===== config.mk =====
export PLATFORM = sky130hd
export DESIGN_NAME = spectrum_band_led_meter
export DESIGN_NICKNAME = d
export VERILOG_FILES = /design/src/rtl/sbm_pkg.sv /design/src/rtl/sbm_ctrl.sv /design/src/rtl/sbm_datapath.sv /design/src/rtl/spectrum_band_led_meter.sv
export SDC_FILE = /design/constraint.sdc
export NUM_CORES = 2
export LEC_CHECK = 0
export BUFFER_PORTS_ARGS = -buffer_cell sky130_fd_sc_hd__buf_2
export CAP_MARGIN = 15
export CORE_MARGIN = 1
export CORE_UTILIZATION = 59
export CTS_CLUSTER_DIAMETER = 50
export CTS_CLUSTER_SIZE = 28
export DETAILED_ROUTE_END_ITERATION = 16
export PLACE_DENSITY = 0.79
export SKIP_CTS_REPAIR_TIMING = 1
export SLEW_MARGIN = 20
export SYNTH_ARGS = -nofsm -noshare
export SYNTH_HDL_FRONTEND = slang
export SYNTH_HIERARCHICAL = 1
export SYNTH_SLANG_ARGS = --single-unit

===== constraint.sdc =====
create_clock -name clock -period 8.3 [get_ports clock]
set_input_delay 0.415 -clock clock [delete_from_list [all_inputs] [get_ports clock]]
set_output_delay 0.415 -clock clock [all_outputs]
set_load 0.1 [all_outputs]

===== src/rtl/sbm_pkg.sv =====
// Shared types and constants for the spectrum band level meter.
// Used by sbm_ctrl, sbm_datapath and spectrum_band_led_meter; no dependencies.
package sbm_pkg;

   localparam int unsigned BIN_W     = 7;
   localparam int unsigned MAG_W     = 20;
   localparam int unsigned BAND_W    = 3;
   localparam int unsigned LEVEL_W   = 8;
   localparam int unsigned GATE_W    = 16;
   localparam int unsigned GAIN_W    = 4;
   localparam int unsigned ATTACK_W  = 5;
   localparam int unsigned DECAY_W   = 8;
   localparam int unsigned CNT_W     = 7;
   localparam int unsigned GPROD_W   = GATE_W + CNT_W;
   localparam int unsigned GAP_PROD_W = LEVEL_W + ATTACK_W;
   localparam int unsigned STEP_W    = 3;

   localparam int unsigned NUM_BANDS = 6;
   localparam int unsigned DIV_STEPS = 8;

   localparam logic [BIN_W-1:0]  FRAME_END_BIN = 7'd127;
   localparam logic [BAND_W-1:0] LAST_BAND     = 3'd5;
   localparam logic [LEVEL_W-1:0] LEVEL_MAX    = 8'd255;

   // floor(x / 20) == (x * 3277) >> 16 for every x below 8192
   localparam int unsigned RECIP_W     = 12;
   localparam int unsigned RECIP_SHIFT = 16;
   localparam logic [RECIP_W-1:0] RECIP_20 = 12'd3277;

   localparam logic [BIN_W-1:0] BAND_LO [NUM_BANDS] = '{7'd0, 7'd1, 7'd4, 7'd8, 7'd32, 7'd64};
   localparam logic [BIN_W-1:0] BAND_HI [NUM_BANDS] = '{7'd1, 7'd4, 7'd8, 7'd32, 7'd64, 7'd127};
   localparam logic [CNT_W-1:0] BAND_COUNT [NUM_BANDS] =
      '{7'd2, 7'd4, 7'd5, 7'd25, 7'd33, 7'd64};

   // Register file
   localparam int unsigned CSR_IDX_W  = 4;
   localparam int unsigned CSR_DATA_W = 16;
   localparam logic [CSR_IDX_W-1:0] CSR_NOISE_GATE  = 4'd0;
   localparam logic [CSR_IDX_W-1:0] CSR_GAIN_SHIFT  = 4'd1;
   localparam logic [CSR_IDX_W-1:0] CSR_ATTACK      = 4'd2;
   localparam logic [CSR_IDX_W-1:0] CSR_DECAY_STEP  = 4'd3;

   localparam logic [GATE_W-1:0]   NOISE_GATE_RST = 16'd50;
   localparam logic [GAIN_W-1:0]   GAIN_SHIFT_RST = 4'd2;
   localparam logic [ATTACK_W-1:0] ATTACK_RST     = 5'd13;
   localparam logic [DECAY_W-1:0]  DECAY_STEP_RST = 8'd3;

   typedef struct packed {
      logic [BIN_W-1:0] bin_index;
      logic [MAG_W-1:0] magnitude;
   } req_type;

   typedef struct packed {
      logic [BAND_W-1:0]  band;
      logic [LEVEL_W-1:0] brightness;
      logic               last_band;
   } rsp_type;

   typedef enum logic [2:0] {
      ST_IDLE,
      ST_LOAD,
      ST_CHECK,
      ST_DIV,
      ST_MUL,
      ST_OUT
   } state_type;

   // Commands from the controller to the datapath
   typedef struct packed {
      logic              accum;
      logic              load;
      logic              check;
      logic              div_step;
      logic              mul;
      logic              out;
      logic [BAND_W-1:0] band;
      logic              last;
   } cmd_type;

endpackage


===== src/rtl/sbm_ctrl.sv =====
// Controller for the spectrum band level meter: accepts bins, sequences the
// per-band frame-end work. Depends on sbm_pkg.
module sbm_ctrl (
   input  logic              clock,
   input  logic              reset,
   input  logic              start,
   input  sbm_pkg::req_type  req_item,
   output logic              busy,
   output sbm_pkg::cmd_type  cmd
);

   sbm_pkg::state_type state_ff, state_in;
   logic [sbm_pkg::BAND_W-1:0] band_ff, band_in;
   logic [sbm_pkg::STEP_W-1:0] step_ff, step_in;

   assign busy = (state_ff != sbm_pkg::ST_IDLE);

   always_ff @(posedge clock) begin
      if (reset) begin
         state_ff <= sbm_pkg::ST_IDLE;
         band_ff  <= '0;
         step_ff  <= '0;
      end else begin
         state_ff <= state_in;
         band_ff  <= band_in;
         step_ff  <= step_in;
      end
   end

   always_comb begin
      state_in     = state_ff;
      band_in      = band_ff;
      step_in      = step_ff;
      cmd          = '0;
      cmd.band     = band_ff;
      cmd.last     = (band_ff == sbm_pkg::LAST_BAND);
      unique case (state_ff)
         sbm_pkg::ST_IDLE: begin
            cmd.accum = start;
            if (start && req_item.bin_index == sbm_pkg::FRAME_END_BIN) begin
               band_in  = '0;
               state_in = sbm_pkg::ST_LOAD;
            end
         end
         sbm_pkg::ST_LOAD: begin
            cmd.load = 1'b1;
            state_in = sbm_pkg::ST_CHECK;
         end
         sbm_pkg::ST_CHECK: begin
            cmd.check = 1'b1;
            step_in   = '0;
            state_in  = sbm_pkg::ST_DIV;
         end
         sbm_pkg::ST_DIV: begin
            cmd.div_step = 1'b1;
            step_in      = step_ff + 1'b1;
            if (step_ff == sbm_pkg::STEP_W'(sbm_pkg::DIV_STEPS - 1)) begin
               state_in = sbm_pkg::ST_MUL;
            end
         end
         sbm_pkg::ST_MUL: begin
            cmd.mul  = 1'b1;
            state_in = sbm_pkg::ST_OUT;
         end
         sbm_pkg::ST_OUT: begin
            cmd.out = 1'b1;
            if (band_ff == sbm_pkg::LAST_BAND) begin
               state_in = sbm_pkg::ST_IDLE;
            end else begin
               band_in  = band_ff + 1'b1;
               state_in = sbm_pkg::ST_LOAD;
            end
         end
         default: begin
            state_in = sbm_pkg::ST_IDLE;
         end
      endcase
   end

   a_frame_end_busy: assert property (@(posedge clock) disable iff (reset)
      (start && !busy && req_item.bin_index == sbm_pkg::FRAME_END_BIN) |=> busy)
      else $error("frame end bin did not start band processing");

   a_last_band_idle: assert property (@(posedge clock) disable iff (reset)
      (cmd.out && cmd.last) |=> !busy)
      else $error("controller stayed busy after the last band");

   a_div_len: assert property (@(posedge clock) disable iff (reset)
      (state_ff == sbm_pkg::ST_DIV && step_ff == sbm_pkg::STEP_W'(sbm_pkg::DIV_STEPS - 1))
      |=> state_ff == sbm_pkg::ST_MUL)
      else $error("divide sequence did not end after its last step");

endmodule


===== src/rtl/sbm_datapath.sv =====
// Datapath for the spectrum band level meter: band sums, register file,
// restoring divider, smoothing and result register. Depends on sbm_pkg.
module sbm_datapath #(
   parameter int unsigned MAG_BITS = 20
) (
   input  logic                              clock,
   input  logic                              reset,
   input  sbm_pkg::cmd_type                  cmd,
   input  sbm_pkg::req_type                  req_item,
   input  logic                              csr_valid,
   input  logic [sbm_pkg::CSR_IDX_W-1:0]     csr_index,
   input  logic [sbm_pkg::CSR_DATA_W-1:0]    csr_wdata,
   output logic                              rsp_valid,
   output sbm_pkg::rsp_type                  rsp_item
);

   localparam int unsigned SUM_BITS = MAG_BITS + 6;
   // room for the widest sum and for the divisor shifted up by the step count
   localparam int unsigned DIV_W    = SUM_BITS + 24;
   localparam int unsigned MAG_USE  = (MAG_BITS < sbm_pkg::MAG_W) ? MAG_BITS : sbm_pkg::MAG_W;
   localparam int unsigned RISE_W   = sbm_pkg::GAP_PROD_W + sbm_pkg::RECIP_W;

   // Register file
   logic [sbm_pkg::GATE_W-1:0]   gate_ff;
   logic [sbm_pkg::GAIN_W-1:0]   gain_ff;
   logic [sbm_pkg::ATTACK_W-1:0] attack_ff;
   logic [sbm_pkg::DECAY_W-1:0]  decay_ff;

   always_ff @(posedge clock) begin
      if (reset) begin
         gate_ff   <= sbm_pkg::NOISE_GATE_RST;
         gain_ff   <= sbm_pkg::GAIN_SHIFT_RST;
         attack_ff <= sbm_pkg::ATTACK_RST;
         decay_ff  <= sbm_pkg::DECAY_STEP_RST;
      end else if (csr_valid) begin
         unique case (csr_index)
            sbm_pkg::CSR_NOISE_GATE: gate_ff   <= csr_wdata[sbm_pkg::GATE_W-1:0];
            sbm_pkg::CSR_GAIN_SHIFT: gain_ff   <= csr_wdata[sbm_pkg::GAIN_W-1:0];
            sbm_pkg::CSR_ATTACK:     attack_ff <= csr_wdata[sbm_pkg::ATTACK_W-1:0];
            sbm_pkg::CSR_DECAY_STEP: decay_ff  <= csr_wdata[sbm_pkg::DECAY_W-1:0];
            default: ;
         endcase
      end
   end

   // Band accumulators, one saturating adder per band
   logic [SUM_BITS-1:0] sum_ff [sbm_pkg::NUM_BANDS];
   logic [SUM_BITS-1:0] sum_in [sbm_pkg::NUM_BANDS];
   logic [SUM_BITS-1:0] mag_ext;
   logic [SUM_BITS:0]   add_w  [sbm_pkg::NUM_BANDS];

   assign mag_ext = SUM_BITS'(req_item.magnitude[MAG_USE-1:0]);

   always_comb begin
      for (int b = 0; b < sbm_pkg::NUM_BANDS; b++) begin
         add_w[b]  = {1'b0, sum_ff[b]} + {1'b0, mag_ext};
         sum_in[b] = sum_ff[b];
         if (cmd.accum && req_item.bin_index >= sbm_pkg::BAND_LO[b]
             && req_item.bin_index <= sbm_pkg::BAND_HI[b]) begin
            sum_in[b] = add_w[b][SUM_BITS] ? '1 : add_w[b][SUM_BITS-1:0];
         end
         // drop all sums once the last band is out
         if (cmd.out && cmd.last) begin
            sum_in[b] = '0;
         end
      end
   end

   always_ff @(posedge clock) begin
      if (reset) begin
         for (int b = 0; b < sbm_pkg::NUM_BANDS; b++) begin
            sum_ff[b] <= '0;
         end
      end else begin
         for (int b = 0; b < sbm_pkg::NUM_BANDS; b++) begin
            sum_ff[b] <= sum_in[b];
         end
      end
   end

   // Gate check and restoring divide: target = floor(sum / (count << gain))
   logic [DIV_W-1:0]             rem_ff;
   logic [DIV_W-1:0]             dsh_ff;
   logic [sbm_pkg::GPROD_W-1:0]  gprod_ff;
   logic [sbm_pkg::LEVEL_W-1:0]  quo_ff;
   logic                         zero_ff;
   logic                         sat_ff;
   logic [sbm_pkg::CNT_W-1:0]    count_w;
   logic                         fits_w;

   assign count_w = sbm_pkg::BAND_COUNT[cmd.band];
   assign fits_w  = (rem_ff >= dsh_ff);

   always_ff @(posedge clock) begin
      if (cmd.load) begin
         rem_ff   <= DIV_W'(sum_ff[cmd.band]);
         dsh_ff   <= (DIV_W'(count_w) << gain_ff) << sbm_pkg::DIV_STEPS;
         gprod_ff <= sbm_pkg::GPROD_W'(gate_ff) * sbm_pkg::GPROD_W'(count_w);
      end else if (cmd.check) begin
         zero_ff <= (rem_ff < DIV_W'(gprod_ff));
         // quotient of 256 or more clamps to full scale
         sat_ff  <= fits_w;
         dsh_ff  <= dsh_ff >> 1;
         quo_ff  <= '0;
      end else if (cmd.div_step) begin
         if (fits_w) begin
            rem_ff <= rem_ff - dsh_ff;
         end
         quo_ff <= {quo_ff[sbm_pkg::LEVEL_W-2:0], fits_w};
         dsh_ff <= dsh_ff >> 1;
      end
   end

   // Smoothing toward the target
   logic [sbm_pkg::LEVEL_W-1:0]    level_ff [sbm_pkg::NUM_BANDS];
   logic [sbm_pkg::LEVEL_W-1:0]    tgt_in;
   logic [sbm_pkg::LEVEL_W-1:0]    cur_rd;
   logic [sbm_pkg::LEVEL_W-1:0]    tgt_ff;
   logic [sbm_pkg::LEVEL_W-1:0]    cur_ff;
   logic [sbm_pkg::GAP_PROD_W-1:0] prod_ff;
   logic [sbm_pkg::GAP_PROD_W-1:0] prod_in;
   logic [RISE_W-1:0]              rise_w;
   logic [sbm_pkg::LEVEL_W+1:0]    up_w;
   logic [sbm_pkg::LEVEL_W-1:0]    level_in;

   assign cur_rd = level_ff[cmd.band];

   always_comb begin
      if (zero_ff) begin
         tgt_in = '0;
      end else if (sat_ff) begin
         tgt_in = sbm_pkg::LEVEL_MAX;
      end else begin
         tgt_in = quo_ff;
      end
      prod_in = '0;
      if (tgt_in > cur_rd) begin
         prod_in = sbm_pkg::GAP_PROD_W'(tgt_in - cur_rd)
                 * sbm_pkg::GAP_PROD_W'(attack_ff);
      end
   end

   always_ff @(posedge clock) begin
      if (cmd.mul) begin
         tgt_ff  <= tgt_in;
         cur_ff  <= cur_rd;
         prod_ff <= prod_in;
      end
   end

   always_comb begin
      rise_w = RISE_W'(prod_ff) * RISE_W'(sbm_pkg::RECIP_20);
      up_w   = (sbm_pkg::LEVEL_W+2)'(cur_ff)
             + (sbm_pkg::LEVEL_W+2)'(rise_w[RISE_W-1:sbm_pkg::RECIP_SHIFT]);
      if (tgt_ff > cur_ff) begin
         // cap the rise at the target when attack exceeds twenty
         level_in = (up_w > (sbm_pkg::LEVEL_W+2)'(tgt_ff)) ? tgt_ff
                                                          : up_w[sbm_pkg::LEVEL_W-1:0];
      end else if (cur_ff > tgt_ff) begin
         level_in = (cur_ff > decay_ff) ? cur_ff - decay_ff : '0;
      end else begin
         level_in = cur_ff;
      end
   end

   logic             rsp_valid_ff;
   sbm_pkg::rsp_type rsp_ff;

   always_ff @(posedge clock) begin
      if (reset) begin
         for (int b = 0; b < sbm_pkg::NUM_BANDS; b++) begin
            level_ff[b] <= '0;
         end
         rsp_valid_ff <= 1'b0;
      end else begin
         if (cmd.out) begin
            level_ff[cmd.band] <= level_in;
         end
         rsp_valid_ff <= cmd.out;
      end
   end

   always_ff @(posedge clock) begin
      if (cmd.out) begin
         rsp_ff.band       <= cmd.band;
         rsp_ff.brightness <= level_in;
         rsp_ff.last_band  <= cmd.last;
      end
   end

   assign rsp_valid = rsp_valid_ff;
   assign rsp_item  = rsp_ff;

   a_last_flag: assert property (@(posedge clock) disable iff (reset)
      (rsp_valid_ff && rsp_ff.last_band) |-> rsp_ff.band == sbm_pkg::LAST_BAND)
      else $error("last_band set on a band other than the last");

   a_sums_cleared: assert property (@(posedge clock) disable iff (reset)
      (cmd.out && cmd.last) |=> (sum_ff[0] == '0 && sum_ff[5] == '0))
      else $error("band sums not cleared at frame end");

endmodule


===== src/rtl/spectrum_band_led_meter.sv =====
// Top level of the spectrum band level meter.
// Instantiates sbm_ctrl and sbm_datapath; types from sbm_pkg.
//
//   channel   ports                          handshake
//   -------   ----------------------------   -----------------------------------
//   request   start, busy, req_item          taken when start && !busy
//   result    rsp_valid, rsp_item            one cycle per result, no back-pressure
//   config    csr_valid, csr_ready,          written when csr_valid && csr_ready
//             csr_index, csr_wdata
//
// Bins 0..126 are taken one per cycle while busy is low. Bin 127 adds in, then
// busy stays high while each band in turn goes through load, gate check, 8 steps
// of the shared restoring divider, the attack multiply and write-back, giving one
// result per band. Reset is synchronous; it clears sums and levels and loads the
// register defaults. The result side cannot stall; csr_ready is always high.
module spectrum_band_led_meter #(
   parameter int unsigned MAG_BITS = 20
) (
   input  logic                            clock,
   input  logic                            reset,
   input  logic                            start,
   output logic                            busy,
   input  sbm_pkg::req_type                req_item,
   output logic                            rsp_valid,
   output sbm_pkg::rsp_type                rsp_item,
   input  logic                            csr_valid,
   output logic                            csr_ready,
   input  logic [sbm_pkg::CSR_IDX_W-1:0]   csr_index,
   input  logic [sbm_pkg::CSR_DATA_W-1:0]  csr_wdata
);

   sbm_pkg::cmd_type cmd;

   assign csr_ready = 1'b1;

   sbm_ctrl u_ctrl (
      .clock    (clock),
      .reset    (reset),
      .start    (start),
      .req_item (req_item),
      .busy     (busy),
      .cmd      (cmd)
   );

   sbm_datapath #(
      .MAG_BITS (MAG_BITS)
   ) u_datapath (
      .clock     (clock),
      .reset     (reset),
      .cmd       (cmd),
      .req_item  (req_item),
      .csr_valid (csr_valid),
      .csr_index (csr_index),
      .csr_wdata (csr_wdata),
      .rsp_valid (rsp_valid),
      .rsp_item  (rsp_item)
   );

endmodule


==> summary.md <==
| Metric | Value |
|---|---|
| Post-route DRC | 0 |
| Yosys top cell by area | edfxtp_1 |
| Vias in the first global route | roughly 28000 |
| Die Y-Extent | around 240 um |
| Clock sink count | ~420 |
| R2R Path Start | u_datapath/prod_ff[4] |
| Via density | 6.12 |
| CP startpoint kind | register |
| Num ports | 66 |
| CTS tree | yes |
| Period utilization | 1.01 |
| Syn Area/Cell | between 9 and 10 um^2 |
| DP Area | roughly 36000 um^2 |
| Total CTS buffers | 51 |
| Die Width | approximately 240 um |
| Fin area | between 30000 and 40000 um^2 |
| Net Sw Frac | 0.338 |
| CP Data Required Time | 8.68 ns |
| Via count | around 29000 |
| Inst Count DP | 4537 |
| First drt pass iteration count | 5 |
| Most common cell after layout, fill and taps aside | inv_1 |
| CTS Root Cell | clkbuf_16 |
| PortBufs | 64 |
| Number of distinct library cells after synthesis | 90 |
| Critical path's largest stage delay | about 0.55 ns |
| Max-slew violations | 0 |
| Synth Register Bits | 417 |
| Gate Count Post-Synth | 3777 |
| Hold Fails Final Rpt | 0 |
| Least-Margin Pin Slew | 1.12 ns |
| Gr usage total | 0.292 |
| Final HPWL DP | 65.5 mm |
| Unrepaired setup endpoints after global routing | yes |
| Internal | 4.40 mW |
| Ys flop type | dfxtp_1 |
| Pre-CTS WS | -0.417 ns |
| R2r setup slk | -0.05 ns |
| Most frequent CP cell | fa_1 |
| Share of cells above drive strength 1 | 0.101 |
| Die area | 59200 um^2 |
| Initial antenna violation count | 1 |
| Register area | approximately 10000 um^2 |
| Hold depth | 3 |
| Worst R2R Path Depth | 35 |
| Switching power | between 2 and 2.5 mW |
| Max Root-Sink Buffers | 3 |
| Synthesized area | roughly 34000 um^2 |
| Post-synth top area share | 0.163 |
| Synthesized net count | 4348 |
| Area Overhead vs Synth | 10.6% |
| Post-synth EDFFs | roughly 190 |
| Largest cells by area after synthesis | edfxtp_1 (16%), ha_1 (14%), dfxtp_1 (13%) |
| Core Footprint | 57600 um^2 |
| Asr flop ratio synth | 0 |
| Violated checks | setup timing |
| FILL cells | 4503 |
| Static leakage | 16.7 nW |
| Routability cong. | 0.961 |
| Max-cap violations | 0 |
| Status | finished, violations left |
| Synth warnings | 6 |
| Core Rows | 88 |
| Clock skew | 0.0464 ns |
| Critical Path Fanout Max | 7 |
| Crit. Startpoint | u_datapath/prod_ff[4] |
| Seq pwr share | 0.365 |
| Initial Util | 0.596 |
| Min-delay src | csr_wdata[9] |
| Sequential share of the synthesized area | 0.297 |
| R2r endpoint | u_datapath/level_ff[6][4] |
| Crit path capture type | register |
| Initial DRC count | 2117 |
| WHS Endpoint | u_datapath/gate_ff[9] |
| Crit path kind | register to register |
| Max transition margin | 0.245 |
| GRT overflow | 0 |
| Worst-skew pair later-pin latency | 0.64 ns |
| Final WS setup | -0.0542 ns |
| DRT Wirelength | roughly 89 mm |
| Final ANT Viol Nets | 0 |
| Commonest cells after routing, fill and taps aside | inv_1 (380), ha_1 (363), nand2_1 (330) |
| Slowest CP cell | fa_1 |
| Worst EP arrival | 8.74 ns |
| H-tree depth | 2 |
| Pwr/cell area | 175 nW/um^2 |
| Final min period | around 8.4 ns |
| Pin count of the biggest net entering global routing | 115 |
| Fin cells | about 4700 |
| PnR Total Power | 6.65 mW |
| Logic pwr share | 0.286 |
| Multi-input logic area | 22700 um^2 |
| Clock share of power | 0.350 |
| Clock transition at path regs | 0.07 ns |
| Max Clk Rate | approximately 120 MHz |
| Drt wl/cell | 19.1 um |
| First-pass GRT wire length | 141 mm |
| Setup Viol. Count Final | 13 |
| Hold Path Class | input pin to register |
| Peak supply drop | 0.155 mV |
| Nets | 4421 |
==> per-stage QoR <==
step           utilization  hold slack (ns)  setup TNS [ns]
4_1_cts              0.649          0.00637          -30.34
3_3_place_gp         0.618            0.437               0
5_1_grt              0.659           0.0339          -11.36
6_report             0.659           0.0147          -0.303
2_1_floorplan            -            0.425               0
3_5_place_dp         0.618            0.446          -18.48
==> layout make-up <==
class | count | area share
Sequential cell | 417 | 0.269
Inverter | 384 | 0.0380
Antenna cell | 1 | 0.0000659
Tap cell | 765 | 0.0252
Timing Repair Buffer | 142 | 0.0241
Clock inverter | 31 | 0.00965
Multi-Input combinational cell | 2854 | 0.597
Clock buffer | 64 | 0.0370
==> power by group through the flow <==
stage          Clock, mW  Sequential, mW  Combinational, mW
4_1_cts             2.35            2.42               1.88
2_1_floorplan          0            2.43               1.46
6_report            2.32            2.42               1.90
3_5_place_dp           0            2.46               1.86
3_3_place_gp           0            2.46               1.82
5_1_grt             2.44            2.44               2.13
==> metal layers <==
layer  track usage  wire length, um
met5             0                0
met3        0.0302             4940
met4         0.142             4320
met1         0.365            36000
met2         0.503            43600
==> synthesized netlist by cell type (47+ instances only) <==
master	instances
xnor2_1	102
nor2_1	197
mux2i_1	48
nor3_1	97
nand3_1	56
o211ai_1	47
nor2b_1	52
ha_1	374
edfxtp_1	186
clkbuf_1	105
dfxtp_1	231
inv_1	383
a21o_1	79
nand2_1	330
fa_1	146
xor2_1	90
and2_1	66
a21oi_1	332
o21ai_0	256
==> kinds of logic (layout without fill, tap and decap cells) <==
kind of cell / Yosys count / in the layout / synth area share
adder cells (fa/ha/maj): 520 / 520 / 0.221
AND/OR/NAND/NOR: 1042 / 1042 / 0.152
other: 1 / 2 / 0.000109
multiplexers: 99 / 101 / 0.0445
AO/OA/AOI/OAI: 998 / 998 / 0.180
buffers and inverters: 508 / 621 / 0.0562
XOR/XNOR: 192 / 192 / 0.0490
flip-flops: 417 / 417 / 0.297
==> worst max-delay path: cells and delay by family (launching register included) <==
family | cells | cell delay (ns)
AOI/OAI and AO/OA | 8 | 1.34
xor gates and xnor gates | 2 | 0.48
adders and majority gates | 8 | 3.32
buffers and inverters | 8 | 0.86
DFF | 1 | 0.53
muxes | 1 | 0.31
and+or+nand+nor | 8 | 1.28
==> how the worst max path moves through the flow <==
stage / endpoint / slack, ns / depth (start not counted)
final: u_datapath/level_ff[6][4] / -0.05 / 35
after global routing: u_datapath/level_ff[6][4] / -0.27 / 35
after CTS: u_datapath/level_ff[5][3] / -0.57 / 33
after detailed placement: u_datapath/level_ff[7][3] / -0.42 / 33
after global placement: u_datapath/level_ff[6][3] / 0.0007 / 33
after floorplan: u_datapath/level_ff[5][0] / 0.39 / 32
==> state kept, by name (all words and copies together), names as in the netlist, 12 cells and up <==
name	flops
u_datapath/dsh_ff	30
u_datapath/gate_ff	16
u_datapath/gprod_ff	23
u_datapath/level_ff	64
u_datapath/prod_ff	13
u_datapath/rem_ff	50
u_datapath/rsp_item	12
u_datapath/sum_ff	156
Note: power is estimated with default switching activity, not from simulation.
